File: config.mk
export PLATFORM = sky130hd
export DESIGN_NAME = sorted_priority_queue_core
export DESIGN_NICKNAME = d
export VERILOG_FILES = /design/src/rtl/spq_pkg.sv /design/src/rtl/spq_ctrl.sv /design/src/rtl/spq_datapath.sv /design/src/rtl/sorted_priority_queue_core.sv
export SDC_FILE = /design/constraint.sdc
export NUM_CORES = 2
export LEC_CHECK = 0
export BUFFER_PORTS_ARGS = -buffer_cell sky130_fd_sc_hd__buf_2
export CAP_MARGIN = 20
export CORE_UTILIZATION = 49
export DETAILED_ROUTE_END_ITERATION = 10
export HOLD_SLACK_MARGIN = 0.02
export PLACE_DENSITY = 0.65
export SETUP_SLACK_MARGIN = 0.1
export SYNTH_ARGS = -nofsm -noshare
export SYNTH_HDL_FRONTEND = slang
export SYNTH_SLANG_ARGS = --single-unit
File: constraint.sdc
create_clock -name clk_i -period 7.4 [get_ports clk_i]
set_input_delay 1.11 -clock clk_i [delete_from_list [all_inputs] [get_ports clk_i]]
set_output_delay 1.11 -clock clk_i [all_outputs]
set_load 0.005 [all_outputs]
File: src/rtl/spq_pkg.sv
// Shared types, codes and sizes for the sorted priority queue.
package spq_pkg;

  // Table geometry
  localparam int DEPTH    = 16;
  localparam int TAG_BITS = 32;
  localparam int IDX_W    = $clog2(DEPTH);
  localparam int CNT_W    = $clog2(DEPTH + 1);

  // Request codes
  localparam logic [1:0] ACT_INSERT = 2'd0;
  localparam logic [1:0] ACT_DELETE = 2'd1;
  localparam logic [1:0] ACT_LIST   = 2'd2;

  // Result status codes
  localparam logic [1:0] ST_OK       = 2'd0;
  localparam logic [1:0] ST_FULL     = 2'd1;
  localparam logic [1:0] ST_NOTFOUND = 2'd2;
  localparam logic [1:0] ST_EMPTY    = 2'd3;

  typedef struct packed {
    logic [1:0]         action;
    logic [31:0]        name_tag;
    logic signed [15:0] priority_req;
  } in_beat_t;

  typedef struct packed {
    logic [1:0]         status;
    logic [31:0]        out_tag;
    logic signed [15:0] out_priority;
    logic               last;
  } out_beat_t;

  // Controller to datapath
  typedef struct packed {
    logic       load_req;
    logic       do_insert;
    logic       sweep_step;
    logic       sweep_commit;
    logic       list_step;
    logic       emit;
    logic       emit_entry;
    logic [1:0] status;
  } cmd_t;

  // Datapath to controller
  typedef struct packed {
    logic full;
    logic empty;
    logic sweep_done;
    logic list_last;
    logic found;
    logic out_free;
  } sts_t;

endpackage

File: src/rtl/spq_ctrl.sv
// Sequencer for insert, delete sweep and list readout.
module spq_ctrl (
  input  logic          clk_i,
  input  logic          rst_ni,
  input  logic          in_valid_i,
  input  logic [1:0]    in_action_i,
  output logic          in_stall_o,
  input  spq_pkg::sts_t sts_i,
  output spq_pkg::cmd_t cmd_o
);

  localparam logic [1:0] S_IDLE = 2'd0;
  localparam logic [1:0] S_INS  = 2'd1;
  localparam logic [1:0] S_DEL  = 2'd2;
  localparam logic [1:0] S_LIST = 2'd3;

  logic [1:0] state_q, state_d;

  // Request port is open only between requests
  assign in_stall_o = (state_q != S_IDLE);

  // Next state and commands
  always_comb begin
    state_d = state_q;
    cmd_o   = '0;
    case (state_q)
      S_IDLE: begin
        if (in_valid_i) begin
          cmd_o.load_req = 1'b1;
          case (in_action_i)
            spq_pkg::ACT_INSERT: state_d = S_INS;
            spq_pkg::ACT_DELETE: state_d = S_DEL;
            spq_pkg::ACT_LIST:   state_d = S_LIST;
            default:             state_d = S_IDLE;
          endcase
        end
      end
      S_INS: begin
        if (sts_i.out_free) begin
          cmd_o.emit      = 1'b1;
          cmd_o.do_insert = !sts_i.full;
          cmd_o.status    = sts_i.full ? spq_pkg::ST_FULL : spq_pkg::ST_OK;
          state_d         = S_IDLE;
        end
      end
      S_DEL: begin
        if (!sts_i.sweep_done) begin
          cmd_o.sweep_step = 1'b1;
        end else if (sts_i.out_free) begin
          cmd_o.emit         = 1'b1;
          cmd_o.sweep_commit = 1'b1;
          cmd_o.status       = sts_i.found ? spq_pkg::ST_OK : spq_pkg::ST_NOTFOUND;
          state_d            = S_IDLE;
        end
      end
      S_LIST: begin
        if (sts_i.out_free) begin
          cmd_o.emit = 1'b1;
          if (sts_i.empty) begin
            cmd_o.status = spq_pkg::ST_EMPTY;
            state_d      = S_IDLE;
          end else begin
            cmd_o.status     = spq_pkg::ST_OK;
            cmd_o.emit_entry = 1'b1;
            cmd_o.list_step  = 1'b1;
            if (sts_i.list_last) begin
              state_d = S_IDLE;
            end
          end
        end
      end
      default: state_d = S_IDLE;
    endcase
  end

  always_ff @(posedge clk_i or negedge rst_ni) begin
    if (!rst_ni) begin
      state_q <= S_IDLE;
    end else begin
      state_q <= state_d;
    end
  end

endmodule

File: src/rtl/spq_datapath.sv
// Entry table, sweep pointers and result register.
module spq_datapath (
  input  logic              clk_i,
  input  logic              rst_ni,
  input  spq_pkg::in_beat_t in_beat_i,
  input  spq_pkg::cmd_t     cmd_i,
  output spq_pkg::sts_t     sts_o,
  output logic              out_valid_o,
  input  logic              out_stall_i,
  output spq_pkg::out_beat_t out_beat_o
);

  localparam int DEPTH = spq_pkg::DEPTH;
  localparam int IDX_W = spq_pkg::IDX_W;
  localparam int CNT_W = spq_pkg::CNT_W;
  localparam int TAG_W = spq_pkg::TAG_BITS;

  // Table storage, contents beyond the fill count are don't-care
  logic [TAG_W-1:0]   tag_q  [DEPTH];
  logic signed [15:0] prio_q [DEPTH];
  logic [CNT_W-1:0]   count_q;

  // Latched request
  logic [TAG_W-1:0]   req_tag_q;
  logic signed [15:0] req_prio_q;

  // Sweep read/write pointers; rd doubles as the list index
  logic [CNT_W-1:0]   rd_q;
  logic [CNT_W-1:0]   wr_q;
  logic               found_q;

  logic               out_valid_q;
  spq_pkg::out_beat_t out_beat_q;

  logic [DEPTH-1:0]   gt;
  logic [DEPTH-1:0]   take_new;
  logic [TAG_W-1:0]   rd_tag;
  logic signed [15:0] rd_prio;
  logic               rd_match;

  // Entries that stay ahead of the new one form a prefix of the table
  always_comb begin
    for (int i = 0; i < DEPTH; i++) begin
      gt[i] = (CNT_W'(i) < count_q) && (prio_q[i] > req_prio_q);
    end
    take_new[0] = !gt[0];
    for (int i = 1; i < DEPTH; i++) begin
      take_new[i] = !gt[i] && gt[i-1];
    end
  end

  // Single read port at the sweep pointer
  assign rd_tag   = tag_q[rd_q[IDX_W-1:0]];
  assign rd_prio  = prio_q[rd_q[IDX_W-1:0]];
  assign rd_match = (rd_tag == req_tag_q);

  // Table update: shifted insert of the whole table at once, or one compaction step
  always_ff @(posedge clk_i) begin
    if (cmd_i.do_insert) begin
      if (take_new[0]) begin
        tag_q[0]  <= req_tag_q;
        prio_q[0] <= req_prio_q;
      end
      for (int i = 1; i < DEPTH; i++) begin
        if (take_new[i]) begin
          tag_q[i]  <= req_tag_q;
          prio_q[i] <= req_prio_q;
        end else if (!gt[i]) begin
          tag_q[i]  <= tag_q[i-1];
          prio_q[i] <= prio_q[i-1];
        end
      end
    end else if (cmd_i.sweep_step && !rd_match) begin
      tag_q[wr_q[IDX_W-1:0]]  <= rd_tag;
      prio_q[wr_q[IDX_W-1:0]] <= rd_prio;
    end
  end

  // Request latch
  always_ff @(posedge clk_i) begin
    if (cmd_i.load_req) begin
      req_tag_q  <= TAG_W'(in_beat_i.name_tag);
      req_prio_q <= in_beat_i.priority_req;
    end
  end

  // Fill count and pointers
  always_ff @(posedge clk_i or negedge rst_ni) begin
    if (!rst_ni) begin
      count_q <= '0;
      rd_q    <= '0;
      wr_q    <= '0;
      found_q <= 1'b0;
    end else begin
      if (cmd_i.load_req) begin
        rd_q    <= '0;
        wr_q    <= '0;
        found_q <= 1'b0;
      end else begin
        if (cmd_i.sweep_step || cmd_i.list_step) begin
          rd_q <= rd_q + CNT_W'(1);
        end
        if (cmd_i.sweep_step) begin
          if (rd_match) begin
            found_q <= 1'b1;
          end else begin
            wr_q <= wr_q + CNT_W'(1);
          end
        end
      end
      if (cmd_i.do_insert) begin
        count_q <= count_q + CNT_W'(1);
      end else if (cmd_i.sweep_commit) begin
        count_q <= wr_q;
      end
    end
  end

  // Result register
  always_ff @(posedge clk_i or negedge rst_ni) begin
    if (!rst_ni) begin
      out_valid_q <= 1'b0;
    end else if (cmd_i.emit) begin
      out_valid_q <= 1'b1;
    end else if (!out_stall_i) begin
      out_valid_q <= 1'b0;
    end
  end

  always_ff @(posedge clk_i) begin
    if (cmd_i.emit) begin
      out_beat_q.status <= cmd_i.status;
      if (cmd_i.emit_entry) begin
        out_beat_q.out_tag      <= 32'(rd_tag);
        out_beat_q.out_priority <= rd_prio;
        out_beat_q.last         <= sts_o.list_last;
      end else begin
        out_beat_q.out_tag      <= '0;
        out_beat_q.out_priority <= '0;
        out_beat_q.last         <= 1'b1;
      end
    end
  end

  assign out_valid_o = out_valid_q;
  assign out_beat_o  = out_beat_q;

  // Status back to the controller
  assign sts_o.full       = (count_q == CNT_W'(DEPTH));
  assign sts_o.empty      = (count_q == '0);
  assign sts_o.sweep_done = (rd_q == count_q);
  assign sts_o.list_last  = (rd_q + CNT_W'(1) == count_q);
  assign sts_o.found      = found_q;
  assign sts_o.out_free   = !out_valid_q || !out_stall_i;

endmodule

File: src/rtl/sorted_priority_queue_core.sv
// Top level of the sorted priority queue.
//
//  channel | dir | beat type            | handshake
//  --------+-----+----------------------+----------------------------------
//  request | in  | spq_pkg::in_beat_t   | in_valid_i / in_stall_o
//  result  | out | spq_pkg::out_beat_t  | out_valid_o / out_stall_i
//
//  Insert: accept, then shifted write of the whole table at once.
//  Delete: accept, then the compaction sweep, one entry a cycle, then the commit.
//  List: one result beat a cycle while results are not stalled (a lone beat when empty).
//  One request is in work at a time; the next is taken while the last result
//  beat waits in the output register. Result stalls hold the sequencer.
//  Reset empties the table at once; no clearing pass.
module sorted_priority_queue_core (
  input  logic               clk_i,
  input  logic               rst_ni,
  input  logic               in_valid_i,
  output logic               in_stall_o,
  input  spq_pkg::in_beat_t  in_beat_i,
  output logic               out_valid_o,
  input  logic               out_stall_i,
  output spq_pkg::out_beat_t out_beat_o
);

  spq_pkg::cmd_t cmd;
  spq_pkg::sts_t sts;

  spq_ctrl u_ctrl (
    .clk_i       (clk_i),
    .rst_ni      (rst_ni),
    .in_valid_i  (in_valid_i),
    .in_action_i (in_beat_i.action),
    .in_stall_o  (in_stall_o),
    .sts_i       (sts),
    .cmd_o       (cmd)
  );

  spq_datapath u_datapath (
    .clk_i       (clk_i),
    .rst_ni      (rst_ni),
    .in_beat_i   (in_beat_i),
    .cmd_i       (cmd),
    .sts_o       (sts),
    .out_valid_o (out_valid_o),
    .out_stall_i (out_stall_i),
    .out_beat_o  (out_beat_o)
  );

endmodule

==> summary.txt <==
Routing
  • Routed WL per cell: approximately 33 um
  • Via count: about 40000
  • Via-per-instance ratio: approximately 6.7
  • Final WL: between 150 and 200 mm
  • DRC: 0
  • Antenna viol nets, final: 0
  • 1st-iter DRT viols: just under 4000
  • First-pass iteration count of the detailed router: 5

Setup path
  • Delay-heaviest family, CP: simple AND/OR/NAND/NOR gates
  • CP Max Fanout: slightly above 40
  • WP data arrival: 7.01 ns
  • Critical path launch point type: register
  • Crit-path cells: buf_4, mux4_2, mux2_2, xnor2_1, a211oi_1, a31oi_1, a2111oi_0, and4bb_2, nor2_2, and4_4, nand2b_4, buf_4
  • Worst path required time: slightly below 8 ns
  • Crit path capture type: register
  • Critical setup path kind: reg2reg
  • Crit path top cell by count: buf_4
  • Critical path's largest stage delay: 1.03 ns
  • Slowest stage cell on the critical path: dfrtp_4
  • Worst path bufs/invs: 2

Outcome
  • Status: complete, no violations

STA
  • Post-route setup TNS: 0 ns
  • Fin. Hold Viols: 0
  • Relative slew slack: a little under a fifth
  • Unrepaired setup endpoints after global routing: no
  • Slew Limit Fails: 0
  • F_max: 151 MHz
  • Worst Skew: 0.0271 ns
  • Worst Tran Pin Value: 1.21 ns
  • Endpoints failing setup: 0
  • Fin crit period: 6.62 ns
  • Post-route worst setup slack: approximately 0.78 ns
  • Crit share post-route: between 80% and 90%

Global route
  • Largest net degree at the start of global routing: 59
  • Vias in the first global route: approximately 40000
  • Remaining Overflow, GRT: 0
  • Initial antenna violation count: 2
  • Total GRT Usage: 33.0%
  • First-pass GRT wire length: ~280 mm

Final layout
  • N_diodes: 0
  • Fraction of layout instances using a drive strength above 1: between 10% and 20%
  • Synth-to-Final Area Change: 10.5%
  • Filler cells: a little under 10000
  • Most frequent cells in the layout: mux2i_1 (1652), edfxtp_1 (867), ha_1 (270)
  • Area of the multi-input gates: roughly 0.029 mm2
  • Finished Core Util: around 55%
  • FF+latch area: approximately 0.027 mm2
  • Total Nets Final: about 4700
  • Commonest non-fill, non-tap cell in the layout: mux2i_1

Clock tree
  • CTS resizes: 0
  • Post-CTS Setup Bufs: 0
  • CTS tree: built
  • Max clock buf depth: 3
  • CTS Buf Count: around 100
  • H-tree depth: 3
  • Clock Latency Late Sink: ~0.72 ns
  • Reg clk slew, reported paths: 0.06 ns
  • CTS sink count: about 890
  • CTS hold repair buffers: 0
  • CTS root buf: clkbuf_16

Power
  • Share of total power in the clock network: about a quarter
  • Reg power frac: a little over a third
  • P_leak: 25.1 nW
  • Internal: around 13 mW
  • Sw Ratio: 39.2%
  • Switching Power: roughly 8.4 mW
  • Combinational power share: between 30% and 40%
  • PwrDens: ~340 mW/mm2
  • Worst vdd ir: between 0.2 and 0.3 mV

Min path
  • Min-Delay Path Class: in2async

Logic synthesis
  • Distinct cells, synth: 70
  • Syn_area_per_cell: around 13 um2
  • Post-Syn Area: approximately 0.057 mm2
  • Number of enable flip-flop cells after synthesis: 867
  • Top FF cell, synth: edfxtp_1
  • Synth async-reset ratio: 2.14%
  • Post-synthesis register bit count: ~900
  • Register area share after synthesis: between 40% and 50%
  • Yosys warns: 0
  • Synth top area share: a little under half
  • Top post-synthesis cells by area: edfxtp_1 (45%), mux2i_1 (29%), ha_1 (5.9%)
  • Synthesized Nets: 4696
  • Cell taking the most area after synthesis: edfxtp_1
  • Post-Syn Instances: approximately 4400

Placement
  • GPL Wtd Cong: approximately 0.9
  • DP HPWL: around 120 mm
  • Worst slack at placement: roughly 0.87 ns
  • IO buf count: 106

Floorplanning
  • Die ar.: roughly 0.12 mm2
  • Starting Density: between 40% and 50%
  • Die span in x: around 340 um
  • Die span in y: roughly 340 um
  • I/O pin count: 107
  • Core area: 0.116 mm2
  • Num rows: between 100 and 150

Flow run
  • MaxCap Viol Count: 0
## power by group through the flow
stage	sequential [mW]	combinational [mW]	clock (mW)
final	7.82	8.50	5.22
after global placement	7.88	8.19	0
after global routing	7.89	9.01	5.43
after CTS	7.79	8.35	5.25
after floorplan	7.42	5.55	0
after detailed placement	7.87	8.32	0
## path summary, 6_finish.rpt
path	start	endpoint	slack, ns	depth (start not counted)
max	u_datapath.rd_q[0]	u_datapath.tag_q[11][0]	0.78	12
min	rst_ni	u_datapath.out_valid_o	0.39	1
max reg2reg	u_datapath.rd_q[0]	u_datapath.tag_q[11][0]	0.78	12
min reg2reg	u_ctrl.state_q[0]	u_ctrl.state_q[0]	0.56	2
max in group asynchronous	rst_ni	u_datapath.rd_q[3]	6.54	1
min in group clk_i	u_ctrl.state_q[0]	u_ctrl.state_q[0]	0.56	2
## logic make-up after synthesis
kind of cell               count (synthesis)  share of synthesized area, %
and+or+nand+nor                          432                          3.88
xor gates and xnor gates                  54                         0.826
buffers and inverters                    501                          3.89
DFF                                      886                          46.3
adders and majority gates                270                          5.90
AOI/OAI and AO/OA                        439                          5.32
muxes                                   1790                          33.9
## flip-flops by register name, summed over array words and instances, names as in the netlist
| signal | flops |
|---|---|
| u_datapath.prio_q | 256 |
| u_ctrl.state_q | 2 |
| u_datapath.req_tag_q | 32 |
| u_datapath.rd_q | 5 |
| u_datapath.out_valid_o | 1 |
| u_datapath.tag_q | 512 |
| u_datapath.found_q | 1 |
| u_datapath.count_q | 5 |
| u_datapath.out_beat_o | 51 |
| u_datapath.req_prio_q | 16 |
| u_datapath.wr_q | 5 |
## worst reg2reg max path: cells and delay by family (launching register included)
kind | cells | cell delay [ns]
xor gates and xnor gates | 1 | 0.14
buffers and inverters | 2 | 1.15
and+or+nand+nor | 4 | 2.62
muxes | 2 | 0.88
DFF | 1 | 1.03
AOI/OAI and AO/OA | 3 | 0.47
## synth_stat cells, types with 15 or more instances
library cell	n
buf_6	26
nand2b_1	21
a22o_1	15
buf_1	32
mux2i_1	1652
dfrtp_1	19
o21a_1	17
ha_1	270
edfxtp_1	867
o21ai_0	65
nand3_1	40
nor2b_1	37
a22oi_1	27
a221oi_1	57
xnor2_1	51
clkbuf_1	243
nand2_1	71
nand4_1	55
a21oi_1	88
inv_1	110
mux2_2	20
and4_1	19
buf_4	17
a21o_1	71
nor2_1	117
buf_2	71
mux4_2	118
nor3_1	25
## layer usage
metal / vias to the layer above / wire [um] / track usage [%]
met5: - / 0 / 0
met4: 0 / 9230 / 14.8
met3: 449 / 15700 / 6.33
met2: 1964 / 92100 / 53.0
met1: 20600 / 80300 / 43.3
li1: 17000 / - / -
## stage by stage
stage	hold WS, ns	cell area, um2	cells	power [mW]
3_5_place_dp	0.545	59800	5762	16.2
5_1_grt	0.395	63300	5956	22.3
2_1_floorplan	0.463	57300	4372	13.0
6_report	0.392	63300	5956	21.5
4_1_cts	0.370	63100	5950	21.4
3_3_place_gp	0.528	59700	5760	16.1
## cell type report
type                    count  area share (%)
inverters                 111           0.662
clock buffers             142            4.53
well taps                1524            3.01
multi-input cells        2985            46.0
clock inverters            46           0.783
flip-flops and latches    886            41.9
repair buffers            262            3.13
(Power assumes the default switching activity.)
